**src/bpm_pkg.sv**
```systemverilog
// Shared types, constants and helper functions of the bar meter.
// No dependencies; imported by every module of the block except bpm_ram.
package bpm_pkg;

    localparam int BARS         = 64;
    localparam int MAX_CHANNELS = 8;
    localparam int MAX_FRAMES   = 4096;

    localparam int BAR_W     = $clog2(BARS);
    localparam int BKT_W     = BAR_W + 1;
    localparam int BAR_IDX_W = 6;

    localparam int CH_CFG_W = 4;
    localparam int FPB_W    = 13;
    localparam int GAIN_W   = 16;
    localparam int RATE_W   = 17;
    localparam int LEVEL_W  = 16;
    localparam int SAMPLE_W = 16;
    localparam int CFG_IDX_W  = 3;
    localparam int CFG_DATA_W = 17;

    localparam int EFF_CH_W = $clog2(MAX_CHANNELS + 1);
    localparam int CH_CNT_W = (MAX_CHANNELS > 1) ? $clog2(MAX_CHANNELS) : 1;
    localparam int EFF_FR_W = $clog2(MAX_FRAMES + 1);
    localparam int FC_W     = $clog2(MAX_FRAMES);

    localparam int SUM_W       = SAMPLE_W + $clog2(MAX_CHANNELS) + 1;
    localparam int MAG_W       = SUM_W;
    localparam int DIV_STEPS   = MAG_W;
    localparam int DIV_CNT_W   = $clog2(DIV_STEPS);
    localparam int PEAK_W      = SAMPLE_W;
    localparam int ACC_W       = EFF_FR_W + BKT_W;
    localparam int TGT_PROD_W  = PEAK_W + GAIN_W;
    localparam int TGT_SHIFT   = 13;
    localparam int LVL_PROD_W  = LEVEL_W + RATE_W;

    localparam int LEVEL_MAX   = 65535;
    localparam int SNAP_LEVEL  = 7;
    localparam int RATE_ONE    = 65536;
    localparam int ROUND_HALF  = 32768;

    localparam int CH_RESET     = 2;
    localparam int FPB_RESET    = 1024;
    localparam int GAIN_RESET   = 18842;
    localparam int ATTACK_RESET = 43691;
    localparam int DECAY_RESET  = 5461;

    typedef enum logic [CFG_IDX_W-1:0] {
        CFG_CHANNELS = 3'd0,
        CFG_FRAMES   = 3'd1,
        CFG_GAIN     = 3'd2,
        CFG_ATTACK   = 3'd3,
        CFG_DECAY    = 3'd4
    } cfg_idx_t;

    typedef struct packed {
        logic                       op;
        logic signed [SAMPLE_W-1:0] sample;
    } in_req_t;

    typedef struct packed {
        logic [BAR_IDX_W-1:0] bar_index;
        logic [LEVEL_W-1:0]   bar_level;
        logic                 last_bar;
    } out_req_t;

    typedef enum logic [2:0] {
        ST_IDLE,
        ST_DIV,
        ST_CLOSE,
        ST_FLUSH,
        ST_UPD_RD,
        ST_UPD_MUL,
        ST_UPD_WR
    } ctrl_state_t;

    typedef struct packed {
        logic take_sample;
        logic div_step;
        logic close_bucket;
        logic merge_frame;
        logic clear_block;
        logic upd_start;
        logic upd_idle;
        logic upd_mul;
        logic upd_write;
    } dp_cmd_t;

    typedef struct packed {
        logic frame_full;
        logic div_done;
        logic close_needed;
        logic bucket_left;
        logic block_end;
        logic bar_last;
        logic out_free;
    } dp_status_t;

    function automatic logic [EFF_CH_W-1:0] eff_channels(input logic [CH_CFG_W-1:0] c);
        logic [EFF_CH_W-1:0] r;
        if (c == '0)
            r = EFF_CH_W'(1);
        else if (int'(c) > MAX_CHANNELS)
            r = EFF_CH_W'(MAX_CHANNELS);
        else
            r = EFF_CH_W'(c);
        return r;
    endfunction

    function automatic logic [EFF_FR_W-1:0] eff_frames(input logic [FPB_W-1:0] f);
        logic [EFF_FR_W-1:0] r;
        if (f == '0)
            r = EFF_FR_W'(1);
        else if (int'(f) > MAX_FRAMES)
            r = EFF_FR_W'(MAX_FRAMES);
        else
            r = EFF_FR_W'(f);
        return r;
    endfunction

endpackage

```
**src/bpm_ram.sv**
```systemverilog
// Generic simple dual-port RAM: one write port, one registered read port.
// No dependencies.
module bpm_ram #(
    parameter int WIDTH = 16,
    parameter int DEPTH = 64
) (
    input  logic                                    clk,
    input  logic                                    we,
    input  logic [((DEPTH > 1) ? $clog2(DEPTH) : 1)-1:0] waddr,
    input  logic [WIDTH-1:0]                        wdata,
    input  logic [((DEPTH > 1) ? $clog2(DEPTH) : 1)-1:0] raddr,
    output logic [WIDTH-1:0]                        rdata
);
    logic [WIDTH-1:0] mem [DEPTH];
    logic [WIDTH-1:0] rd_reg;

    always_ff @(posedge clk)
    begin
        if (we)
        begin
            mem[waddr] <= wdata;
        end
        rd_reg <= mem[raddr];
    end

    assign rdata = rd_reg;

endmodule

```
**src/bpm_ctrl.sv**
```systemverilog
// Sequencer of the bar meter: frame intake, divide, bucket close, bar walk.
// Depends on bpm_pkg.
module bpm_ctrl (
    input  logic                clk,
    input  logic                rst_n,
    input  logic                in_valid,
    input  logic                in_op,
    input  bpm_pkg::dp_status_t status,
    output bpm_pkg::dp_cmd_t    cmd,
    output logic                in_stall
);
    import bpm_pkg::*;

    ctrl_state_t state_reg;
    ctrl_state_t state_next;

    always_ff @(posedge clk or negedge rst_n)
    begin
        if (!rst_n)
        begin
            state_reg <= ST_IDLE;
        end
        else
        begin
            state_reg <= state_next;
        end
    end

    // next state
    always_comb
    begin
        state_next = state_reg;
        unique case (state_reg)
            ST_IDLE:
            begin
                if (in_valid)
                begin
                    if (in_op)
                        state_next = ST_UPD_RD;
                    else if (status.frame_full)
                        state_next = ST_DIV;
                end
            end
            ST_DIV:
            begin
                if (status.div_done)
                    state_next = ST_CLOSE;
            end
            ST_CLOSE:
            begin
                if (!status.close_needed)
                    state_next = status.block_end ? ST_FLUSH : ST_IDLE;
            end
            ST_FLUSH:
            begin
                if (!status.bucket_left)
                    state_next = ST_UPD_RD;
            end
            ST_UPD_RD:  state_next = ST_UPD_MUL;
            ST_UPD_MUL: state_next = ST_UPD_WR;
            ST_UPD_WR:
            begin
                if (status.out_free)
                    state_next = status.bar_last ? ST_IDLE : ST_UPD_RD;
            end
            default:    state_next = ST_IDLE;
        endcase
    end

    // commands
    always_comb
    begin
        cmd      = '0;
        in_stall = 1'b1;
        unique case (state_reg)
            ST_IDLE:
            begin
                in_stall = 1'b0;
                if (in_valid)
                begin
                    if (in_op)
                    begin
                        cmd.upd_start = 1'b1;
                        cmd.upd_idle  = 1'b1;
                    end
                    else
                    begin
                        cmd.take_sample = 1'b1;
                    end
                end
            end
            ST_DIV:
            begin
                cmd.div_step = 1'b1;
            end
            ST_CLOSE:
            begin
                if (status.close_needed)
                    cmd.close_bucket = 1'b1;
                else
                    cmd.merge_frame = 1'b1;
            end
            ST_FLUSH:
            begin
                if (status.bucket_left)
                begin
                    cmd.close_bucket = 1'b1;
                end
                else
                begin
                    cmd.clear_block = 1'b1;
                    cmd.upd_start   = 1'b1;
                end
            end
            ST_UPD_RD:  ;
            ST_UPD_MUL: cmd.upd_mul = 1'b1;
            ST_UPD_WR:  cmd.upd_write = status.out_free;
            default:    ;
        endcase
    end

endmodule

```
**src/bpm_datapath.sv**
```systemverilog
// Datapath of the bar meter: config registers, frame sum, serial divider,
// bucket tracking, target and level stores, level update and output register.
// Depends on bpm_pkg and bpm_ram.
module bpm_datapath (
    input  logic                          clk,
    input  logic                          rst_n,
    input  bpm_pkg::dp_cmd_t              cmd,
    output bpm_pkg::dp_status_t           status,
    input  logic signed [bpm_pkg::SAMPLE_W-1:0] sample,
    input  logic                          cfg_we,
    input  logic [bpm_pkg::CFG_IDX_W-1:0]  cfg_index,
    input  logic [bpm_pkg::CFG_DATA_W-1:0] cfg_data,
    input  logic                          out_stall,
    output logic                          out_valid,
    output bpm_pkg::out_req_t             out_data
);
    import bpm_pkg::*;

    // configuration
    logic [CH_CFG_W-1:0] ch_cfg_reg,  ch_cfg_next;
    logic [FPB_W-1:0]    fpb_reg,     fpb_next;
    logic [GAIN_W-1:0]   gain_reg,    gain_next;
    logic [RATE_W-1:0]   attack_reg,  attack_next;
    logic [RATE_W-1:0]   decay_reg,   decay_next;

    // block state
    logic [SUM_W-1:0]    sum_reg,     sum_next;
    logic [CH_CNT_W-1:0] ch_cnt_reg,  ch_cnt_next;
    logic [FC_W-1:0]     fc_reg,      fc_next;
    logic [PEAK_W-1:0]   peak_reg,    peak_next;
    logic [BKT_W-1:0]    bkt_reg,     bkt_next;
    logic [ACC_W-1:0]    acc_reg,     acc_next;

    // divider
    logic [MAG_W-1:0]     div_q_reg,   div_q_next;
    logic [EFF_CH_W-1:0]  div_rem_reg, div_rem_next;
    logic [DIV_CNT_W-1:0] div_cnt_reg, div_cnt_next;

    // level walk
    logic [BAR_W-1:0]      bar_reg,    bar_next;
    logic                  idle_reg,   idle_next;
    logic [BARS-1:0]       valid_reg,  valid_next;
    logic [LEVEL_W-1:0]    d_reg,      d_next;
    logic [LEVEL_W-1:0]    cur_reg,    cur_next;
    logic                  rising_reg, rising_next;
    logic [LVL_PROD_W-1:0] prod_reg,   prod_next;

    logic     out_valid_reg, out_valid_next;
    out_req_t out_data_reg,  out_data_next;

    logic [EFF_CH_W-1:0]  eff_ch;
    logic [EFF_FR_W-1:0]  eff_fr;
    logic [SUM_W-1:0]     sample_ext;
    logic [SUM_W-1:0]     sum_new;
    logic [MAG_W-1:0]     mag;
    logic [EFF_CH_W-1:0]  ch_cnt_inc;
    logic [EFF_CH_W:0]    div_r;
    logic                 div_ge;
    logic [EFF_FR_W:0]    bkt_end;
    logic [EFF_FR_W-1:0]  fc_inc;
    logic [PEAK_W-1:0]    mono;
    logic [TGT_PROD_W-1:0] tgt_prod;
    logic [TGT_PROD_W-TGT_SHIFT-1:0] tgt_sh;
    logic [LEVEL_W-1:0]   tgt_val;
    logic [LEVEL_W-1:0]   tgt_rdata;
    logic [LEVEL_W-1:0]   lvl_rdata;
    logic [LEVEL_W-1:0]   t_cur;
    logic [LEVEL_W-1:0]   l_cur;
    logic                 rising;
    logic [LEVEL_W-1:0]   diff;
    logic [RATE_W-1:0]    rate_sel;
    logic [RATE_W-1:0]    rate_eff;
    logic [LVL_PROD_W-1:0] prod_rnd;
    logic [RATE_W-1:0]    step_raw;
    logic [LEVEL_W-1:0]   step;
    logic [LEVEL_W-1:0]   lvl_new;
    logic                 out_free;

    assign eff_ch = eff_channels(ch_cfg_reg);
    assign eff_fr = eff_frames(fpb_reg);

    // frame accumulation and magnitude
    assign sample_ext = {{(SUM_W-SAMPLE_W){sample[SAMPLE_W-1]}}, sample};
    assign sum_new    = sum_reg + sample_ext;
    assign mag        = sum_new[SUM_W-1] ? (~sum_new + MAG_W'(1)) : sum_new;
    assign ch_cnt_inc = EFF_CH_W'(ch_cnt_reg) + EFF_CH_W'(1);

    // restoring divide, one quotient bit per cycle
    assign div_r  = {div_rem_reg, div_q_reg[MAG_W-1]};
    assign div_ge = div_r >= (EFF_CH_W+1)'(eff_ch);
    assign mono   = div_q_reg[PEAK_W-1:0];

    // bucket b ends at floor(F*(b+1)/BARS); acc holds F*(b+1)
    assign bkt_end = acc_reg[ACC_W-1:BAR_W];
    assign fc_inc  = EFF_FR_W'(fc_reg) + EFF_FR_W'(1);

    // target = sat((peak * gain) >> 13)
    assign tgt_prod = peak_reg * gain_reg;
    assign tgt_sh   = tgt_prod[TGT_PROD_W-1:TGT_SHIFT];
    assign tgt_val  = (tgt_sh > (TGT_PROD_W-TGT_SHIFT)'(LEVEL_MAX)) ?
                      LEVEL_W'(LEVEL_MAX) : tgt_sh[LEVEL_W-1:0];

    // level update, first half: difference and rate product
    assign t_cur    = idle_reg ? '0 : tgt_rdata;
    assign l_cur    = valid_reg[bar_reg] ? lvl_rdata : '0;
    assign rising   = t_cur > l_cur;
    assign diff     = rising ? (t_cur - l_cur) : (l_cur - t_cur);
    assign rate_sel = rising ? attack_reg : decay_reg;
    assign rate_eff = (rate_sel > RATE_W'(RATE_ONE)) ? RATE_W'(RATE_ONE) : rate_sel;

    // second half: rounded step, clamp, snap
    assign prod_rnd = prod_reg + LVL_PROD_W'(ROUND_HALF);
    assign step_raw = prod_rnd[LVL_PROD_W-1:LEVEL_W];
    assign step     = (step_raw > RATE_W'(d_reg)) ? d_reg : step_raw[LEVEL_W-1:0];

    always_comb
    begin
        logic [LEVEL_W-1:0] lv;
        lv = rising_reg ? (cur_reg + step) : (cur_reg - step);
        lvl_new = (lv < LEVEL_W'(SNAP_LEVEL)) ? '0 : lv;
    end

    assign out_free = !out_valid_reg || !out_stall;

    assign status.frame_full   = ch_cnt_inc >= eff_ch;
    assign status.div_done     = div_cnt_reg == DIV_CNT_W'(DIV_STEPS - 1);
    assign status.bucket_left  = bkt_reg < BKT_W'(BARS);
    assign status.close_needed = status.bucket_left && (bkt_end <= (EFF_FR_W+1)'(fc_reg));
    assign status.block_end    = fc_inc >= eff_fr;
    assign status.bar_last     = bar_reg == BAR_W'(BARS - 1);
    assign status.out_free     = out_free;

    always_comb
    begin
        ch_cfg_next = ch_cfg_reg;
        fpb_next    = fpb_reg;
        gain_next   = gain_reg;
        attack_next = attack_reg;
        decay_next  = decay_reg;
        sum_next    = sum_reg;
        ch_cnt_next = ch_cnt_reg;
        fc_next     = fc_reg;
        peak_next   = peak_reg;
        bkt_next    = bkt_reg;
        acc_next    = acc_reg;
        div_q_next   = div_q_reg;
        div_rem_next = div_rem_reg;
        div_cnt_next = div_cnt_reg;

        if (cmd.take_sample)
        begin
            if (status.frame_full)
            begin
                div_q_next   = mag;
                div_rem_next = '0;
                div_cnt_next = '0;
                sum_next     = '0;
                ch_cnt_next  = '0;
            end
            else
            begin
                sum_next    = sum_new;
                ch_cnt_next = ch_cnt_inc[CH_CNT_W-1:0];
            end
        end

        if (cmd.div_step)
        begin
            div_rem_next = div_ge ? EFF_CH_W'(div_r - (EFF_CH_W+1)'(eff_ch))
                                  : div_r[EFF_CH_W-1:0];
            div_q_next   = {div_q_reg[MAG_W-2:0], div_ge};
            div_cnt_next = div_cnt_reg + DIV_CNT_W'(1);
        end

        if (cmd.close_bucket)
        begin
            peak_next = '0;
            bkt_next  = bkt_reg + BKT_W'(1);
            acc_next  = acc_reg + ACC_W'(eff_fr);
        end

        if (cmd.merge_frame)
        begin
            if (mono > peak_reg)
                peak_next = mono;
            fc_next = fc_inc[FC_W-1:0];
        end

        if (cmd.clear_block)
        begin
            sum_next    = '0;
            ch_cnt_next = '0;
            fc_next     = '0;
            peak_next   = '0;
            bkt_next    = '0;
            acc_next    = ACC_W'(eff_fr);
        end

        // geometry writes drop the partial block
        if (cfg_we)
        begin
            unique case (cfg_index)
                CFG_CHANNELS:
                begin
                    ch_cfg_next = cfg_data[CH_CFG_W-1:0];
                    sum_next    = '0;
                    ch_cnt_next = '0;
                    fc_next     = '0;
                    peak_next   = '0;
                    bkt_next    = '0;
                    acc_next    = ACC_W'(eff_fr);
                end
                CFG_FRAMES:
                begin
                    fpb_next    = cfg_data[FPB_W-1:0];
                    sum_next    = '0;
                    ch_cnt_next = '0;
                    fc_next     = '0;
                    peak_next   = '0;
                    bkt_next    = '0;
                    acc_next    = ACC_W'(eff_frames(cfg_data[FPB_W-1:0]));
                end
                CFG_GAIN:   gain_next   = cfg_data[GAIN_W-1:0];
                CFG_ATTACK: attack_next = cfg_data[RATE_W-1:0];
                CFG_DECAY:  decay_next  = cfg_data[RATE_W-1:0];
                default:    ;
            endcase
        end
    end

    always_comb
    begin
        bar_next       = bar_reg;
        idle_next      = idle_reg;
        valid_next     = valid_reg;
        d_next         = d_reg;
        cur_next       = cur_reg;
        rising_next    = rising_reg;
        prod_next      = prod_reg;
        out_valid_next = out_valid_reg && out_stall;
        out_data_next  = out_data_reg;

        if (cmd.upd_start)
        begin
            bar_next  = '0;
            idle_next = cmd.upd_idle;
        end

        if (cmd.upd_mul)
        begin
            d_next      = diff;
            cur_next    = l_cur;
            rising_next = rising;
            prod_next   = diff * rate_eff;
        end

        if (cmd.upd_write)
        begin
            valid_next[bar_reg]     = 1'b1;
            bar_next                = bar_reg + BAR_W'(1);
            out_valid_next          = 1'b1;
            out_data_next.bar_index = BAR_IDX_W'(bar_reg);
            out_data_next.bar_level = lvl_new;
            out_data_next.last_bar  = status.bar_last;
        end
    end

    always_ff @(posedge clk or negedge rst_n)
    begin
        if (!rst_n)
        begin
            ch_cfg_reg    <= CH_CFG_W'(CH_RESET);
            fpb_reg       <= FPB_W'(FPB_RESET);
            gain_reg      <= GAIN_W'(GAIN_RESET);
            attack_reg    <= RATE_W'(ATTACK_RESET);
            decay_reg     <= RATE_W'(DECAY_RESET);
            sum_reg       <= '0;
            ch_cnt_reg    <= '0;
            fc_reg        <= '0;
            peak_reg      <= '0;
            bkt_reg       <= '0;
            acc_reg       <= ACC_W'(eff_frames(FPB_W'(FPB_RESET)));
            div_cnt_reg   <= '0;
            bar_reg       <= '0;
            idle_reg      <= 1'b0;
            valid_reg     <= '0;
            out_valid_reg <= 1'b0;
        end
        else
        begin
            ch_cfg_reg    <= ch_cfg_next;
            fpb_reg       <= fpb_next;
            gain_reg      <= gain_next;
            attack_reg    <= attack_next;
            decay_reg     <= decay_next;
            sum_reg       <= sum_next;
            ch_cnt_reg    <= ch_cnt_next;
            fc_reg        <= fc_next;
            peak_reg      <= peak_next;
            bkt_reg       <= bkt_next;
            acc_reg       <= acc_next;
            div_cnt_reg   <= div_cnt_next;
            bar_reg       <= bar_next;
            idle_reg      <= idle_next;
            valid_reg     <= valid_next;
            out_valid_reg <= out_valid_next;
        end
    end

    always_ff @(posedge clk)
    begin
        div_q_reg    <= div_q_next;
        div_rem_reg  <= div_rem_next;
        d_reg        <= d_next;
        cur_reg      <= cur_next;
        rising_reg   <= rising_next;
        prod_reg     <= prod_next;
        out_data_reg <= out_data_next;
    end

    bpm_ram #(
        .WIDTH (LEVEL_W),
        .DEPTH (BARS)
    ) u_tgt_ram (
        .clk   (clk),
        .we    (cmd.close_bucket),
        .waddr (bkt_reg[BAR_W-1:0]),
        .wdata (tgt_val),
        .raddr (bar_reg),
        .rdata (tgt_rdata)
    );

    bpm_ram #(
        .WIDTH (LEVEL_W),
        .DEPTH (BARS)
    ) u_lvl_ram (
        .clk   (clk),
        .we    (cmd.upd_write),
        .waddr (bar_reg),
        .wdata (lvl_new),
        .raddr (bar_reg),
        .rdata (lvl_rdata)
    );

    assign out_valid = out_valid_reg;
    assign out_data  = out_data_reg;

endmodule

```
**src/bucketed_peak_meter_ballistics.sv**
```systemverilog
// Top level of the bucketed peak meter with attack/decay bar ballistics.
// Depends on bpm_pkg, bpm_ctrl, bpm_datapath (and bpm_ram below it).
//
// Usage:
//   Input channel (in_valid/in_stall/in_data): one request per channel sample
//   (op = 0) or an idle tick (op = 1). Samples arrive interleaved,
//   channel_count per frame; frames_per_block frames form one block.
//   Output channel (out_valid/out_stall/out_data): after each block end or
//   idle tick, BARS requests, bars 0..BARS-1 in order, last_bar set on the
//   final one.
//   Config channel (cfg_valid/cfg_ready/cfg_index/cfg_data): always ready;
//   write only while the block is quiet. Writing channel_count or
//   frames_per_block drops the partial block, bar levels are kept.
// Sequence:
//   A sample that does not finish a frame only adds to the frame sum. A
//   frame-final sample runs a serial divide by the channel count, then closes
//   due buckets and merges the frame. At block end the remaining buckets close
//   at 1 per cycle, then the bar walk steps each bar through read, multiply
//   and write; the registered RAM read and the rate product register set
//   these steps. An idle tick goes straight to the bar walk.
// Reset clears all counters, bar levels (via per-bar valid bits) and loads
// register defaults; no clearing pass. A stalled receiver holds the walk at
// the current bar; the last result may sit in the output register while new
// input requests are taken.
module bucketed_peak_meter_ballistics (
    input  logic                           clk,
    input  logic                           rst_n,
    input  logic                           in_valid,
    output logic                           in_stall,
    input  bpm_pkg::in_req_t               in_data,
    output logic                           out_valid,
    input  logic                           out_stall,
    output bpm_pkg::out_req_t              out_data,
    input  logic                           cfg_valid,
    output logic                           cfg_ready,
    input  logic [bpm_pkg::CFG_IDX_W-1:0]  cfg_index,
    input  logic [bpm_pkg::CFG_DATA_W-1:0] cfg_data
);
    import bpm_pkg::*;

    dp_cmd_t    cmd;
    dp_status_t status;
    logic       cfg_we;

    // config registers live in flops, no back-pressure needed
    assign cfg_ready = 1'b1;
    assign cfg_we    = cfg_valid && cfg_ready;

    bpm_ctrl u_ctrl (
        .clk      (clk),
        .rst_n    (rst_n),
        .in_valid (in_valid),
        .in_op    (in_data.op),
        .status   (status),
        .cmd      (cmd),
        .in_stall (in_stall)
    );

    bpm_datapath u_dp (
        .clk       (clk),
        .rst_n     (rst_n),
        .cmd       (cmd),
        .status    (status),
        .sample    (in_data.sample),
        .cfg_we    (cfg_we),
        .cfg_index (cfg_index),
        .cfg_data  (cfg_data),
        .out_stall (out_stall),
        .out_valid (out_valid),
        .out_data  (out_data)
    );

endmodule

```
**config.mk**
```make
export PLATFORM = sky130hd
export DESIGN_NAME = bucketed_peak_meter_ballistics
export DESIGN_NICKNAME = d
export VERILOG_FILES = /design/src/bpm_pkg.sv /design/src/bpm_ram.sv /design/src/bpm_ctrl.sv /design/src/bpm_datapath.sv /design/src/bucketed_peak_meter_ballistics.sv
export SDC_FILE = /design/constraint.sdc
export NUM_CORES = 2
export LEC_CHECK = 0
export ABC_AREA = 1
export BUFFER_PORTS_ARGS = -buffer_cell sky130_fd_sc_hd__buf_2
export CAP_MARGIN = 20
export CORE_MARGIN = 2
export CORE_UTILIZATION = 60
export DETAILED_ROUTE_END_ITERATION = 16
export PLACE_DENSITY = 0.76
export SLEW_MARGIN = 10
export SYNTH_ARGS = -nofsm -noshare
export SYNTH_HDL_FRONTEND = slang
export SYNTH_SLANG_ARGS = --single-unit
```
**constraint.sdc**
```tcl
create_clock -name clk -period 11 [get_ports clk]
set_clock_uncertainty 0.1 [all_clocks]
set_input_delay 2.2 -clock clk [delete_from_list [all_inputs] [get_ports clk]]
set_output_delay 2.2 -clock clk [all_outputs]
set_load 0.02 [all_outputs]
```
==> qor.yml <==
yosys:
  ys_async_sr_fraction_pct: 9.36
  yosysWarningCount: 0
  synth_top_cell_area_share_pct: 57.3
  post_synth_num_cell_types: 66
  synth-edff-count: 2146
  synth_nets: 9878
  syn-instance-count: 9076
  syn_avg_cell_area_um2: 12.4
  synthFlopType: "edfxtp_1"
  yosysTopAreaCell: "edfxtp_1"
  synth_area_leaders: "edfxtp_1 57%, fa_1 7.2%, nand2_1 5.9%"
  synth-seq-area-share_pct: 62.9
  synth_seq_cells: 2403
  syn_area_um2: 112000
drt:
  via_count: 75500
  drt-vias-per-instance: 6.34
  drtIter0Drc: 9730
  ant_nets: 0
  avgRoutedWirePerCell_um: 26.4
  firstDrtPassIters: 5
  drc: 0
  routed_wl_mm: 314
global_routing:
  grt_max_degree: 125
  grtUsageTotal_pct: 32.9
  grt_pass1_wl_mm: 470
  overflow: 0
  antenna_found_initial: 15
  first_global_vias: 75000
floorplan:
  top_level_ports: 68
  dieWidth_um: 437
  rows: 158
  dieArea_um2: 191000
  core-area_um2: 186000
  start_util_pct: 60.5
  die_y_um: 437
sta:
  setup_tns_ns: 0
  rsz0062_at_grt: "no"
  max_freq_mhz: 96.7
  min_period_ns: 10.34
  max-slew-margin-rel_pct: 27.1
  hold_viol: 0
  setup_violations: 0
  finalMaxSlewViolations: 0
  worstMarginPinSlew_ns: 1.09
  finalCritPeriodShare_pct: 94.0
worst_setup_path:
  cp-start-kind: "flip-flop"
  cp_common_cell: "nand2_1"
  worstPathArrival_ns: 10.86
  slowest_stage: "fa_1"
  worstSetupEndpointType: "flip-flop"
  required_ns: 11.52
  slowest_delay_ns: 0.57
  crit_fanout: 23
  worstSetupPathType: "flip-flop to flip-flop"
clock_tree:
  ctsRootBufferMaster: "clkbuf_16"
  cts_max_level: 4
  insertion_delay_ns: 0.90
  path_clk_slew_ns: 0.06
  cts_buffers: 227
  cts_buffer_depth: 3
  cts_tree: "done"
  cts.sinks: 2403
outcome:
  status: "finished clean"
flow_run:
  maxCapViolations: 0
finish:
  nFillCells: 13000
  finalNetCount: 10000
  drive_gt1_share_pct: 8.70
  layout.area.seq_um2: 70700
  multiInputGateArea_um2: 36700
  syn_to_final_growth_pct: 10.6
worst_hold_path:
  hold_class: "flip-flop to flip-flop"
placement:
  hpwl_mm: 196
  gp_congestion: 0.966
  port_buffers: 66
==> cell type report <==
| type | instances | area share, % |
|---|---|---|
| well taps | 2480 | 2.50 |
| multi-input cells | 5249 | 29.5 |
| flip-flops and latches | 2403 | 56.9 |
| clock buffers | 297 | 4.86 |
| diodes | 3 | 0.00604 |
| inverters | 1013 | 3.07 |
| repair buffers | 350 | 2.13 |
| clock inverters | 118 | 0.984 |
==> cells in the mapped netlist, types with 6 or more instances <==
cell / number
dfxtp_1: 32
dfrtp_1: 199
a211oi_1: 23
xnor2_1: 38
o211ai_1: 8
a22oi_1: 314
nand3_1: 130
fa_1: 406
nor2_1: 474
o21bai_1: 9
inv_2: 9
or2_2: 36
edfxtp_1: 2146
a31oi_1: 20
nand2_1: 1777
a21oi_1: 306
nor3_1: 54
o221ai_1: 7
dfstp_2: 26
a2111o_1: 8
o2111ai_1: 6
nor4_1: 13
clkinv_1: 11
a21boi_0: 9
buf_2: 17
nand4_1: 258
a22o_1: 246
inv_1: 993
xor2_1: 99
a221oi_1: 262
clkbuf_1: 333
o22ai_1: 15
o21a_1: 9
a41oi_1: 7
o21ai_0: 301
buf_1: 58
a21o_1: 7
ha_1: 354
==> worst paths after layout <==
path,startpoint,to,slack (ns),cells past startpoint
worst max register to register,u_dp.bar_reg[2]$_DFFE_PN0P_,u_dp.prod_reg[32]$_DFFE_PP_,0.66,45
worst min register to register,u_dp.valid_reg[56]$_DFFE_PN0P_,u_dp.valid_reg[56]$_DFFE_PN0P_,0.36,2
worst min-delay path,u_dp.valid_reg[56]$_DFFE_PN0P_,u_dp.valid_reg[56]$_DFFE_PN0P_,0.36,2
worst max-delay path,u_dp.bar_reg[2]$_DFFE_PN0P_,u_dp.prod_reg[32]$_DFFE_PP_,0.66,45
max in group asynchronous,rst_n,u_dp.bkt_reg[1]$_DFF_PN0_,7.79,3
min in group asynchronous,rst_n,u_dp.sum_reg[3]$_DFF_PN0_,1.16,1
==> critical path, delay by kind of cell, from the launching register on <==
family	cells	cell delay, ns
xor gates and xnor gates	1	0.17
buffers and inverters	12	1.68
adders and majority gates	8	3.64
AOI/OAI and AO/OA	10	2.33
DFF	1	0.53
and+or+nand+nor	14	1.59
==> kinds of logic (layout without fill, tap and decap cells) <==
| logic type | after synthesis | in the layout | share of synthesized area [%] |
|---|---|---|---|
| simple gates | 2764 | 2764 | 10.2 |
| flops | 2403 | 2403 | 62.9 |
| compound gates | 1584 | 1584 | 9.82 |
| buf+inv | 1424 | 1778 | 4.79 |
| fa+ha+maj | 760 | 760 | 11.2 |
| xor+xnor | 138 | 138 | 1.08 |
| mux | 2 | 2 | 0.0178 |
| other cells | 1 | 4 | 0.00334 |
==> what timing repair did <==
item / CTS / global route
buffers inserted: 0 / 2
endpoints found under the setup margin: 0 / 18
hold buffers: 0 / 0
endpoints found under the hold margin: 0 / 0
gates resized for setup: 0 / 20
==> routing by layer <==
metal,wire length (um),share of wire [%],global-route usage (%),up-vias
met5,100,0.032,0,-
met4,14400,4.6,14.0,14
met2,145000,46,51.6,4802
met3,34900,11,6.36,720
met1,119000,38,45.5,37400
li1,-,-,-,32600
==> placed cells by master, fill, tap and decap left out, types with 22 or more instances in the layout <==
cell type	n
a211oi_1	22
a21oi_1	302
a221oi_1	262
a22o_1	246
a22oi_1	313
buf_2	65
buf_4	269
clkbuf_1	63
clkbuf_16	229
clkinv_1	49
clkinv_2	28
dfrtp_1	199
dfstp_2	26
dfxtp_1	32
edfxtp_1	2146
fa_1	406
ha_1	354
inv_1	979
nand2_1	1774
nand3_1	114
nand4_1	258
nor2_1	458
nor3_1	46
o21ai_0	301
or2_2	36
xnor2_1	38
xor2_1	91
==> per-stage QoR <==
| stage | area [um^2] | std cells | hold WS [ns] | setup WS (ns) | util, % |
|---|---|---|---|---|---|
| after CTS | 124000 | 11900 | 0.361 | 0.288 | 66.8 |
| after global placement | 117000 | 11500 | 0.346 | 0.330 | 62.9 |
| after floorplan | 112000 | 9076 | 0.320 | 1.58 | - |
| after detailed placement | 117000 | 11500 | 0.350 | 0.354 | 62.9 |
| final | 124000 | 11900 | 0.363 | 0.660 | 66.9 |
| after global routing | 124000 | 11900 | 0.383 | 0.0211 | 66.9 |
Power is left out: the tool's default activity adds up to more than one toggle a clock period on the data nets, which glitch-free logic cannot reach.
